===== src/rtl/core/rse_pkg.sv =====
// Package for the radix symbol encoder: field types, divider interface, alphabet and radix helpers.
package rse_pkg;

	localparam int VALUE_WIDTH   = 31;
	localparam int RADIX_W       = 5;
	localparam int LETTER_W      = 8;
	localparam int ALPHABET_SIZE = 26;
	localparam int RADIX_MIN     = 2;
	localparam logic [RADIX_W-1:0] RADIX_RESET = RADIX_W'(4);

	localparam int DIV_BITS  = 4;
	localparam int DIV_STEPS = (VALUE_WIDTH + DIV_BITS - 1) / DIV_BITS;
	localparam int DIV_W     = DIV_STEPS * DIV_BITS;
	localparam int DIV_CNT_W = $clog2(DIV_STEPS);

	typedef logic [VALUE_WIDTH-1:0] value_t;
	typedef logic [RADIX_W-1:0]     radix_t;
	typedef logic [LETTER_W-1:0]    letter_t;

	typedef struct packed {
		value_t value;
		value_t max_value;
	} item_t;

	typedef struct packed {
		radix_t  digit;
		letter_t letter;
		logic    last;
		logic    error;
	} result_t;

	typedef struct packed {
		logic   start;
		value_t dividend_a;
		value_t dividend_b;
		radix_t divisor;
	} div_req_t;

	typedef struct packed {
		logic   busy;
		logic   done;
		value_t quotient_a;
		radix_t remainder_a;
		value_t quotient_b;
	} div_rsp_t;

	localparam letter_t ALPHABET [ALPHABET_SIZE] = '{
		8'h41, 8'h54, 8'h43, 8'h47, 8'h45, 8'h46, 8'h44, 8'h48, 8'h49,
		8'h4A, 8'h4B, 8'h4C, 8'h4D, 8'h4E, 8'h4F, 8'h50, 8'h51, 8'h52,
		8'h53, 8'h42, 8'h55, 8'h56, 8'h57, 8'h58, 8'h59, 8'h5A
	};

	function automatic letter_t letter_of(input radix_t d);
		letter_t l;
		l = '0;
		if (d < RADIX_W'(ALPHABET_SIZE)) begin
			l = ALPHABET[d];
		end
		return l;
	endfunction

	function automatic radix_t effective_radix(input radix_t raw);
		radix_t r;
		r = raw;
		if (r < RADIX_W'(RADIX_MIN)) begin
			r = RADIX_W'(RADIX_MIN);
		end
		if (r > RADIX_W'(ALPHABET_SIZE)) begin
			r = RADIX_W'(ALPHABET_SIZE);
		end
		return r;
	endfunction

endpackage


===== src/rtl/core/rse_div.sv =====
// Shared two-lane iterative divider by a small radix, several quotient bits per cycle.
module rse_div import rse_pkg::*; (
	input  logic     clk,
	input  logic     arst_n,
	input  div_req_t req,
	output div_rsp_t rsp
);

	localparam int STEP_W = RADIX_W + DIV_BITS;

	function automatic logic [STEP_W-1:0] div_step(
		input radix_t              rem_in,
		input logic [DIV_BITS-1:0] bits,
		input radix_t              divisor
	);
		radix_t              r;
		logic [RADIX_W:0]    t;
		logic [DIV_BITS-1:0] q;
		r = rem_in;
		q = '0;
		for (int k = DIV_BITS - 1; k >= 0; k--) begin
			t = {r, bits[k]};
			if (t >= {1'b0, divisor}) begin
				t    = t - {1'b0, divisor};
				q[k] = 1'b1;
			end
			r = t[RADIX_W-1:0];
		end
		return {r, q};
	endfunction

	logic                 busy_q;
	logic                 done_q;
	logic [DIV_CNT_W-1:0] cnt_q;
	logic [DIV_W-1:0]     acc_a_q;
	logic [DIV_W-1:0]     acc_b_q;
	radix_t               rem_a_q;
	radix_t               rem_b_q;
	radix_t               divisor_q;
	logic [STEP_W-1:0]    step_a;
	logic [STEP_W-1:0]    step_b;

	always_comb begin
		step_a = div_step(rem_a_q, acc_a_q[DIV_W-1 -: DIV_BITS], divisor_q);
		step_b = div_step(rem_b_q, acc_b_q[DIV_W-1 -: DIV_BITS], divisor_q);
	end

	always_ff @(posedge clk or negedge arst_n) begin
		if (!arst_n) begin
			busy_q <= 1'b0;
			done_q <= 1'b0;
			cnt_q  <= '0;
		end else begin
			done_q <= 1'b0;
			if (req.start) begin
				busy_q <= 1'b1;
				cnt_q  <= '0;
			end else if (busy_q) begin
				cnt_q <= cnt_q + 1'b1;
				if (cnt_q == DIV_CNT_W'(DIV_STEPS - 1)) begin
					busy_q <= 1'b0;
					done_q <= 1'b1;
				end
			end
		end
	end

	always_ff @(posedge clk) begin
		if (req.start) begin
			acc_a_q   <= DIV_W'(req.dividend_a);
			acc_b_q   <= DIV_W'(req.dividend_b);
			rem_a_q   <= '0;
			rem_b_q   <= '0;
			divisor_q <= req.divisor;
		end else if (busy_q) begin
			acc_a_q <= {acc_a_q[DIV_W-DIV_BITS-1:0], step_a[DIV_BITS-1:0]};
			acc_b_q <= {acc_b_q[DIV_W-DIV_BITS-1:0], step_b[DIV_BITS-1:0]};
			rem_a_q <= step_a[STEP_W-1:DIV_BITS];
			rem_b_q <= step_b[STEP_W-1:DIV_BITS];
		end
	end

	assign rsp.busy        = busy_q;
	assign rsp.done        = done_q;
	assign rsp.quotient_a  = acc_a_q[VALUE_WIDTH-1:0];
	assign rsp.remainder_a = rem_a_q;
	assign rsp.quotient_b  = acc_b_q[VALUE_WIDTH-1:0];

endmodule


===== src/rtl/core/radix_symbol_encoder_core.sv =====
// Top level of the radix symbol encoder: digit sequencer, radix register and result register.
//
//  channel | handshake              | beat
//  item    | item_valid, item_stall | value and max_value of one number
//  result  | result_valid, result_stall | one digit with its letter, or one error
//  cfg     | cfg_valid, cfg_ready   | new radix register value
//
// For each digit the shared divider runs its DIV_STEPS steps, the sequencer then captures the
// quotients and the remainder, and the emit state loads the result register.
// The divider runs value and maximum side by side; the digit is last once the maximum reaches zero.
// Reset clears the sequencer and sets the radix to 4; a new item is taken only when idle.
// A stalled result holds the sequencer in its emit state until the beat is taken.
module radix_symbol_encoder_core import rse_pkg::*; (
	input  logic    clk,
	input  logic    arst_n,
	input  logic    item_valid,
	output logic    item_stall,
	input  item_t   item,
	output logic    result_valid,
	input  logic    result_stall,
	output result_t result,
	input  logic    cfg_valid,
	output logic    cfg_ready,
	input  radix_t  cfg_radix
);

	typedef enum logic [1:0] {
		S_IDLE,
		S_WAIT,
		S_EMIT
	} state_t;

	state_t   state_q;
	radix_t   radix_q;
	radix_t   eff_radix;
	logic     err_q;
	logic     last_q;
	radix_t   digit_q;
	value_t   val_q;
	value_t   max_q;
	logic     result_valid_q;
	result_t  result_q;
	logic     item_take;
	logic     over;
	logic     out_free;
	logic     emit;
	div_req_t div_req;
	div_rsp_t div_rsp;

	assign cfg_ready = 1'b1;
	assign eff_radix = effective_radix(radix_q);

	assign item_stall = (state_q != S_IDLE);
	assign item_take  = item_valid && !item_stall;
	assign over       = item.value > item.max_value;
	assign out_free   = !result_valid_q || !result_stall;
	assign emit       = (state_q == S_EMIT) && out_free;

	assign div_req.start      = (item_take && !over) || (emit && !last_q);
	assign div_req.dividend_a = (state_q == S_IDLE) ? item.value : val_q;
	assign div_req.dividend_b = (state_q == S_IDLE) ? item.max_value : max_q;
	assign div_req.divisor    = eff_radix;

	rse_div u_div (
		.clk    (clk),
		.arst_n (arst_n),
		.req    (div_req),
		.rsp    (div_rsp)
	);

	always_ff @(posedge clk or negedge arst_n) begin
		if (!arst_n) begin
			radix_q        <= RADIX_RESET;
			state_q        <= S_IDLE;
			err_q          <= 1'b0;
			last_q         <= 1'b0;
			digit_q        <= '0;
			val_q          <= '0;
			max_q          <= '0;
			result_valid_q <= 1'b0;
			result_q       <= '0;
		end else begin
			if (cfg_valid && cfg_ready) begin
				radix_q <= cfg_radix;
			end
			unique case (state_q)
				S_IDLE: begin
					if (item_take) begin
						if (over) begin
							err_q   <= 1'b1;
							last_q  <= 1'b1;
							state_q <= S_EMIT;
						end else begin
							err_q   <= 1'b0;
							state_q <= S_WAIT;
						end
					end
				end
				S_WAIT: begin
					if (div_rsp.done) begin
						last_q  <= (div_rsp.quotient_b == '0);
						digit_q <= div_rsp.remainder_a;
						val_q   <= div_rsp.quotient_a;
						max_q   <= div_rsp.quotient_b;
						state_q <= S_EMIT;
					end
				end
				S_EMIT: begin
					if (out_free) begin
						state_q <= last_q ? S_IDLE : S_WAIT;
					end
				end
				default: begin
					state_q <= S_IDLE;
				end
			endcase
			if (emit) begin
				result_valid_q  <= 1'b1;
				result_q.digit  <= err_q ? '0 : digit_q;
				result_q.letter <= err_q ? '0 : letter_of(digit_q);
				result_q.last   <= last_q;
				result_q.error  <= err_q;
			end else if (!result_stall) begin
				result_valid_q <= 1'b0;
			end
		end
	end

	assign result_valid = result_valid_q;
	assign result       = result_q;

	a_error_is_last: assert property (@(posedge clk) disable iff (!arst_n)
		result_valid && result.error |-> result.last)
		else $error("error beat without last");

	a_start_when_free: assert property (@(posedge clk) disable iff (!arst_n)
		div_req.start |-> !div_rsp.busy)
		else $error("divider started while busy");

	a_done_in_wait: assert property (@(posedge clk) disable iff (!arst_n)
		div_rsp.done |-> state_q == S_WAIT)
		else $error("divider result arrived outside the wait state");

	a_digit_in_radix: assert property (@(posedge clk) disable iff (!arst_n)
		result_valid && !result.error |-> result.digit < eff_radix)
		else $error("digit not below the radix");

endmodule


===== config.mk =====
export PLATFORM = sky130hd
export DESIGN_NAME = radix_symbol_encoder_core
export DESIGN_NICKNAME = d
export VERILOG_FILES = /design/src/rtl/core/rse_pkg.sv /design/src/rtl/core/rse_div.sv /design/src/rtl/core/radix_symbol_encoder_core.sv
export SDC_FILE = /design/constraint.sdc
export NUM_CORES = 1
export LEC_CHECK = 0
export BUFFER_PORTS_ARGS = -buffer_cell sky130_fd_sc_hd__buf_2
export CAP_MARGIN = 20
export CORE_UTILIZATION = 40
export CTS_CLUSTER_DIAMETER = 200
export DETAILED_ROUTE_END_ITERATION = 10
export PLACE_DENSITY = 0.57
export SLEW_MARGIN = 0
export SYNTH_ARGS = -nofsm -noshare
export SYNTH_HDL_FRONTEND = slang
export SYNTH_SLANG_ARGS = --single-unit
export TNS_END_PERCENT = 20

===== constraint.sdc =====
create_clock -name clk -period 8.21 [get_ports clk]
set_clock_uncertainty 0.15 [all_clocks]
set_input_delay 0.821 -clock clk [delete_from_list [all_inputs] [get_ports clk]]
set_output_delay 0.821 -clock clk [all_outputs]
set_load 0.02 [all_outputs]

After elaboration in Yosys (flattened, before gate mapping). Memories as Yosys holds them, arrays and structs flattened. Cells that the tools add are included.

Reduce and logical (&&, ||, !) cells: 20. Bitwise operators: 1. Add/sub/neg operators: 9. Equal/unequal tests: 8. Mux-type cells: 49. $lt $le $gt $ge: 13.

Operator list (number): $mux W31 (6); $mux W5 (10); $ge A6 B5 Y1 (8); $sub A5 B5 Y5 (8); $mux W8 (4); $gt A31 B31 Y1 (1); $logic_not A31 Y1 (1); $mux W1 (21); $mux W2 (4); $ge A6 B6 Y1 const B (1); $mux W3 (2); $ne A2 B2 Y1 const B (3); $not A5 Y6 (1); $pmux W2 S3 (1); $reduce_bool A2 Y1 (3); $gt A5 B5 Y1 const B (1); $logic_not A1 Y1 (5); $lt A5 B2 Y1 const B (1); $lt A5 B5 Y1 const B (1); $logic_and A1 B1 Y1 (4); $ne A2 B1 Y1 const B (2); $reduce_and A2 Y1 (2); $reduce_and A4 Y1 (1); $add A3 B1 Y3 const B (1); 7 further kinds (8).

Memory bits (read-only): 256. Output and inout bits: 18. Memories kept: 1. Flip-flop bits (word level): 176.

Memory list: (no name shown) (words 32, bits a word 8, rd ports 1, clocked after memory_dff 0, write ports 0, RTL line rse_pkg.sv:57) `l = ALPHABET[d];`.

Depth between registers and ports, before layout. Gate-level depths: netlist of run 1.

Depth in word-level cells: 10. Mapped depth: 32.

Cells and area by module. A second synthesis of run 1 with hierarchy kept.

Cells, all modules: 1004. Area, all modules: 11113.2 µm².

By module, submodules not included: rse_div (cells an instance 518, instances 1, area each 5929.4 µm²); radix_symbol_encoder_core (cells an instance 486, instances 1, area each 5183.7 µm²).

Worst setup path before layout of run 1. Ideal clock, no wire load.

Path type: reg-to-reg. From: register u_div.divisor_q[1]. To: register u_div.rem_a_q[0]. Path slack: 0.652 ns. Stages on the path, launching flop included: 29. Data required time: 7.974 ns. Library setup time: 0.086 ns. Buffers on the path: 1. Data arrival time: 7.323 ns. Cell sequence: edfxtp_1 > inv_1 > ha_1 > and4_2 > a211o_1 > nor2_1 > mux2_2 > fa_1 > nand2b_1 > a21oi_1 > o22ai_1 > nand2_1 > mux2_2 > ha_1 > nor2_1 > a21oi_1 > a41o_1 > a21o_1 > or3b_1 > buf_6 > mux2i_1 > fa_1 > a21o_1 > a21oi_1 > o21ai_0 > a311o_1 > mux2i_4 > mux2_2 > a211oi_1.

Cells in the longest elaborated chain, start to end: 8. Elaborated cells on any way between the ends: 11.

Ends and longest elaborated chain: start, declared (RTL line rse_div.sv:39) `radix_t divisor_q;`; start signal, assigned (RTL line rse_div.sv:74) `divisor_q <= req.divisor;`; $sub A5 B5 Y5 / $ge A6 B5 Y1 (equally long branches) (RTL line rse_div.sv:24, rse_div.sv:23); $mux W5 (RTL line rse_div.sv:23) `if (t >= {1'b0, divisor}) begin`; $sub A5 B5 Y5 / $ge A6 B5 Y1 (equally long branches) (RTL line rse_div.sv:24, rse_div.sv:23); $mux W5 (RTL line rse_div.sv:23); $sub A5 B5 Y5 / $ge A6 B5 Y1 (equally long branches) (RTL line rse_div.sv:24, rse_div.sv:23); $mux W5 (RTL line rse_div.sv:23); $ge A6 B5 Y1 (*) (RTL line rse_div.sv:23); $mux W5 (*) (RTL line rse_div.sv:23); end signal, assigned (RTL line rse_div.sv:78) `rem_a_q <= step_a[STEP_W-1:DIV_BITS];`; end, declared (RTL line rse_div.sv:37) `radix_t rem_a_q;`.

Mark *: on every way between the ends. The rest lies on a longest branch, timed or not. A chain may end at the register's enable or synchronous reset.

Final worst setup path of run 1. Ends and elaborated chain as after synthesis.

==> out/results.tsv, run 1 <==
metric	value	unit
Worst slew margin	33.35	%
first-pass GRT wire length	40.03	mm
status	complete, no violations	
vias post-DR	7486	
Final Util	46.65	%
Critical Path Slowest Stage Cell	fa_1	
CTS tree	done	
Least-Margin Pin Slew	0.9998	ns
# hold bufs at CTS	0	
CTS sink cnt	174	
Hold/Removal Path Class	input port to async pin	
reg-to-reg setup timing slack	0.53	ns
pre-CTS setup slack	0.5565	ns
first-iteration detailed-routing DRC count	468	
Syn-to-layout area delta	13.71	%
top-area cell type share of the netlist area	22.58	%
f_max	130.3	MHz
Ys Warns	0	
layout cells sized above 1	22.33	%
DPL Wire Length	18.54	mm
Wirelength per Cell	18.09	µm
Clock Path Buffers	2	
Worst Setup Start Kind	register	
Worst-Skew Late Latency	0.43	ns
Setup Viol. Count Final	0	
vias in the first global route	7147	
H-tree depth	4	
share of synthesized registers carrying an async set or reset	54.60	%
setup repair bufs after CTS	0	
Final Hold Viols	0	
total CTS buffers	17	
routed wire length	25.26	mm
Main synth FF type	dfrtp_1	
initial antenna violation count	0	
die span in x	163.4	µm
drt first pass iters	5	
CP Class	register to register	
top-count cell post-synth	a21oi_1	
setup slack after layout	0.5332	ns
total grt overflow	0	
largest net degree at the start of global routing	96	
number of enable flip-flop cells after synthesis	67	
reg2reg path depth	27	
Synth top cells by count	a21oi_1, nor2_1, dfrtp_1	
CTS clk-pin slew, worst paths	0.07	ns
Max Slew Vio Count	0	
Setup TNS	0	ns
fillers	2453	
Diodes inserted	0	
FF-to-FF End	u_div.rem_a_q[0]	
sequential element share of the synthesized area	44.45	%
Synth Cell Area	10420	µm²
Synth area leader	dfrtp_1	
synth top area cells	dfrtp_1, edfxtp_1, ha_1	
root buffer cell	clkbuf_16	
reg-to-reg startpoint	u_div.divisor_q[1]	
routability cong.	0.8726	
Crit path largest cell delay	0.51	ns
PostCTS Resize Cnt	0	
I/O pin cnt	90	
input/output buffers	86	
Rows	58	
final period utilization	93.51	%
Residual DRC	0	
post-synthesis register bit count	174	
cells after synthesis	976	
Die Area	26700	µm²
library cells used by synthesis	65	
Worst EP arrival	7.87	ns
Final nets	1211	
Die Y	163.4	µm
Core Area	25400	µm²
Via density	5.362	
Avg Cell Area, Syn	10.67	µm²
RSZ-0062 raised after global routing	false	
CP top delay family	compound AO/OA/AOI/OAI gates	
kind of end point of the critical path	register	
Critical Path Fanout Max	7	
max cap viols	0	
Worst Path Buf+Inv	1	
ANT nets after route	0	
Tmin final	7.677	ns
Starting Density	41.02	%
Total Routing Usage GR	19.72	%
worst path required time	8.40	ns
worst max-delay path by stage:
stage / to / startpoint / cells past startpoint
6_report: u_div.rem_a_q[0] / u_div.divisor_q[1] / 27
5_1_grt: u_div.rem_a_q[0] / u_div.divisor_q[0] / 28
4_1_cts: u_div.rem_b_q[0] / u_div.divisor_q[0] / 27
3_5_place_dp: u_div.rem_b_q[0] / u_div.divisor_q[0] / 27
3_3_place_gp: u_div.rem_a_q[0] / u_div.divisor_q[1] / 27
2_1_floorplan: u_div.rem_a_q[0] / u_div.divisor_q[1] / 28
logic make-up (layout without fill, tap and decap cells):
group / Yosys count / count (layout) / synth area share [%]
XOR/XNOR: 21 / 21 / 1.765
other: 2 / 3 / 0.07208
buffers and inverters: 111 / 200 / 4.179
multiplexers: 158 / 158 / 16.40
AND/OR/NAND/NOR: 203 / 203 / 8.851
flip-flops: 174 / 174 / 44.45
adder cells (fa/ha/maj): 86 / 86 / 10.90
AO/OA/AOI/OAI: 221 / 221 / 13.38
area by class of cell:
class | count | area [µm²] | area share (%)
clock buffer | 17 | 425.4 | 3.591
clock inverter | 15 | 186.4 | 1.574
inverter | 66 | 247.7 | 2.091
multi-input combinational | 692 | 5391 | 45.51
sequential | 174 | 4631 | 39.09
tap | 330 | 412.9 | 3.485
timing repair buffer | 102 | 553.0 | 4.668
per-layer routing:
metal	up-vias	share of wire, %	track usage (%)
met3	20	3.4	3.657
met2	126	45	29.60
li1	3690	-	-
met4	0	1.5	5.480
met5	-	0	0
met1	3650	50	28.79
cells in the final DEF, fill, tap and decap left out, drive strengths merged, types with 6 or more instances in the layout:
cell,instances
dfxtp,12
buf,102
nand4,9
clkbuf,17
a211oi,13
nand2b,10
ha,78
a21oi,105
o21ai,29
nor2,99
nand3,6
nor3,8
nor4,7
dfrtp,94
o22ai,6
inv,74
edfxtp,67
a21o,17
mux2i,75
nand2,42
mux2,82
fa,8
xnor2,17
through the flow:
step,area (µm²),hold WS [ns],std cells
after floorplan,10420,0.2992,977
after global placement,11230,0.3020,1364
after detailed placement,11230,0.3097,1364
after CTS,11840,0.1812,1396
after global routing,11850,0.2002,1396
final,11850,0.1853,1396
registers in the layout, summed over array words and instances (netlist names), 2 cells and up:
| signal | cells |
|---|---|
| u_div.divisor_q | 5 |
| u_div.cnt_q | 3 |
| u_div.rem_b_q | 5 |
| digit_q | 5 |
| u_div.rem_a_q | 5 |
| val_q | 31 |
| u_div.acc_a_q | 32 |
| state_q | 2 |
| u_div.acc_b_q | 32 |
| max_q | 31 |
| radix_q | 5 |
| result | 13 |
Power of run 1 is not shown: default switching activity piles up to over one toggle a cycle in this logic, so the estimate is an artifact.
==> inputs of run 2 (changes only) <==
--- a/config.mk
+++ b/config.mk
@@ -11,6 +11,7 @@
 export CTS_CLUSTER_DIAMETER = 200
 export DETAILED_ROUTE_END_ITERATION = 10
 export PLACE_DENSITY = 0.57
+export RECOVER_POWER = 100
 export SLEW_MARGIN = 0
 export SYNTH_ARGS = -nofsm -noshare
 export SYNTH_HDL_FRONTEND = slang
==> run 2 against run 1 <==
Net effect: the run now ends with max-capacitance violations, max-slew violations left; non-clock buffer count unchanged; global-route usage unchanged; worst setup slack got worse by 0.030 ns; register-to-register slack got worse by 0.03 ns; sequential share of layout area increased by 0.17 points; worst hold slack improved by 0.15 ns; clock-buffer cell count unchanged; final area decreased by 0.43%; sequential cell count unchanged; wire length about the same; first-iteration DRC count increased by 5.8%; core utilization decreased by 0.20 points.
==> out/results.tsv, run 2 (same netlist as run 1, synthesis figures left out) <==
metric	value	unit	change
worst path required time	8.41	ns	about the same
fillers	2469		+0.65%
Die Area	26700	µm²	unchanged
placed cells	1364		unchanged
Diodes inserted	0		unchanged
FF/Latch Area	4631	µm²	unchanged
die span in x	163.4	µm	unchanged
Residual DRC	0		unchanged
total CTS buffers	17		unchanged
Critical Path Fanout Max	7		unchanged
initial antenna violation count	0		unchanged
top routing layer in use	met4		
CTS clk-pin slew, worst paths	0.07	ns	about the same
setup repair bufs after CTS	0		unchanged
Die Y	163.4	µm	unchanged
routed wl met2	11.48	mm	+0.31%
Via density	5.375		+0.24%
DPL Wire Length	18.54	mm	unchanged
# hold bufs at CTS	0		unchanged
CTS sink cnt	174		unchanged
Core Area	25400	µm²	unchanged
Clock Path Buffers	2		unchanged
commonest non-fill, non-tap cells in the layout	a21oi_1, nor2_1, dfrtp_1, mux2_2, ha_1		
top flop regs	u_div.acc_a_q (32), u_div.acc_b_q (32)		
Critical Path Slowest Stage Cell	fa_1		
Hold/Removal Path Class	register to register		
Final Hold Viols	0		unchanged
met3 WL	808	µm	-5.1%
Worst EP arrival	7.90	ns	+0.03 ns
root buffer cell	clkbuf_16		
routability cong.	0.8726		unchanged
H-tree depth	4		unchanged
status	complete, but fails checks		
Worst slew margin	-177.0	%	-210 points
kind of end point of the critical path	register		
RSZ-0062 raised after global routing	false		
Worst-Skew Late Latency	0.43	ns	about the same
Max Slew Vio Count	317		+317
Final nets	1211		unchanged
DRT met1 WL	12.60	mm	+0.19%
Non-Filler Instances	1396		unchanged
Starting Density	41.02	%	unchanged
failing checks	max-capacitance violations, max-slew violations		
total grt overflow	0		unchanged
routed wire length	25.28	mm	about the same
ANT nets after route	0		unchanged
Syn-to-layout area delta	13.22	%	
Setup TNS	0	ns	unchanged
final period utilization	93.87	%	+0.36 points
CTS tree	done		
Wirelength per Cell	18.11	µm	about the same
max cap viols	6		+6
area of the multi-input gates	5383	µm²	-0.16%
CP Class	register to register		
commonest non-fill, non-tap cell in the layout	a21oi_1		
Tmin final	7.706	ns	+0.02959 ns
Worst Setup Start Kind	register		
drt first pass iters	5		unchanged
first-iteration detailed-routing DRC count	495		+5.8%
layout cells sized above 1	19.61	%	-2.7 points
largest net degree at the start of global routing	96		unchanged
first-pass GRT wire length	40.03	mm	unchanged
f_max	129.8	MHz	-0.38%
Total Routing Usage GR	19.72	%	unchanged
I/O pin cnt	90		unchanged
vias in the first global route	7147		unchanged
vias post-DR	7504		+0.24%
Setup Viol. Count Final	0		unchanged
Crit path largest cell delay	0.51	ns	about the same
Least-Margin Pin Slew	4.156	ns	+3.156 ns
input/output buffers	86		unchanged
Rows	58		unchanged
[run 2: changes by cell type in the layout (fill, tap and decap cells not counted), moves of 3 or more]
cell / before / now
clkbuf_1: 0 / 22
mux2_1: 0 / 3
buf_4: 17 / 11
buf_2: 85 / 69
mux2_2: 82 / 79
[run 2: repair_timing]
action | in CTS | in global routing
gates resized for setup | 0 | 2
hold endpoints to repair | 0 | 0
endpoints found under the setup margin | 0 | 1
[run 2: through the flow]
step                      setup WS (ns)  utilization, %  hold WS, ns  cell area, µm²
after global placement           0.7440           44.20       0.3020           11230
after floorplan                  0.6518               -       0.2992           10420
after global routing            0.05638           46.44       0.3510           11800
after CTS                        0.5322           46.61       0.1812           11840
after detailed placement         0.5565           44.20       0.3097           11230
final                            0.5036           46.44       0.3309           11800
[run 2: layer usage]
layer,track usage [%],up-vias
met5,0,-
met4,5.480,0
met3,3.657,21
met2,29.60,113
met1,28.79,3676
li1,-,3694
[run 2: critical path: cells and delay by family (launching register included)]
family                   cells  cell delay (ns)
buffers and inverters        1             0.29
AO/OA/AOI/OAI               11             2.24
multiplexers                 5             1.52
adder cells (fa/ha/maj)      4             1.58
AND/OR/NAND/NOR              6             1.46
flip-flops                   1             0.38
[run 2: layout make-up]
class                           count  share of cell area [%]
Multi-Input combinational cell    692                   45.63
Sequential cell                   174                   39.26
Timing Repair Buffer              102                   4.328
Clock buffer                       17                   3.606
Tap cell                          330                   3.500
Inverter                           66                   2.100
Clock inverter                     15                   1.580
[run 2: worst paths after layout]
check	end	cells after the start	startpoint	slack, ns
max in group asynchronous	max_q[11]	2	arst_n	2.90
worst max register to register	u_div.rem_a_q[0]	27	u_div.divisor_q[1]	0.50
worst min-delay path	result[2]	1	result[2]	0.33
worst min register to register	result[2]	1	result[2]	0.33
worst max-delay path	u_div.rem_a_q[0]	27	u_div.divisor_q[1]	0.50
min in group asynchronous	result_valid	1	arst_n	0.76
Power of run 2 is left out for the same reason.
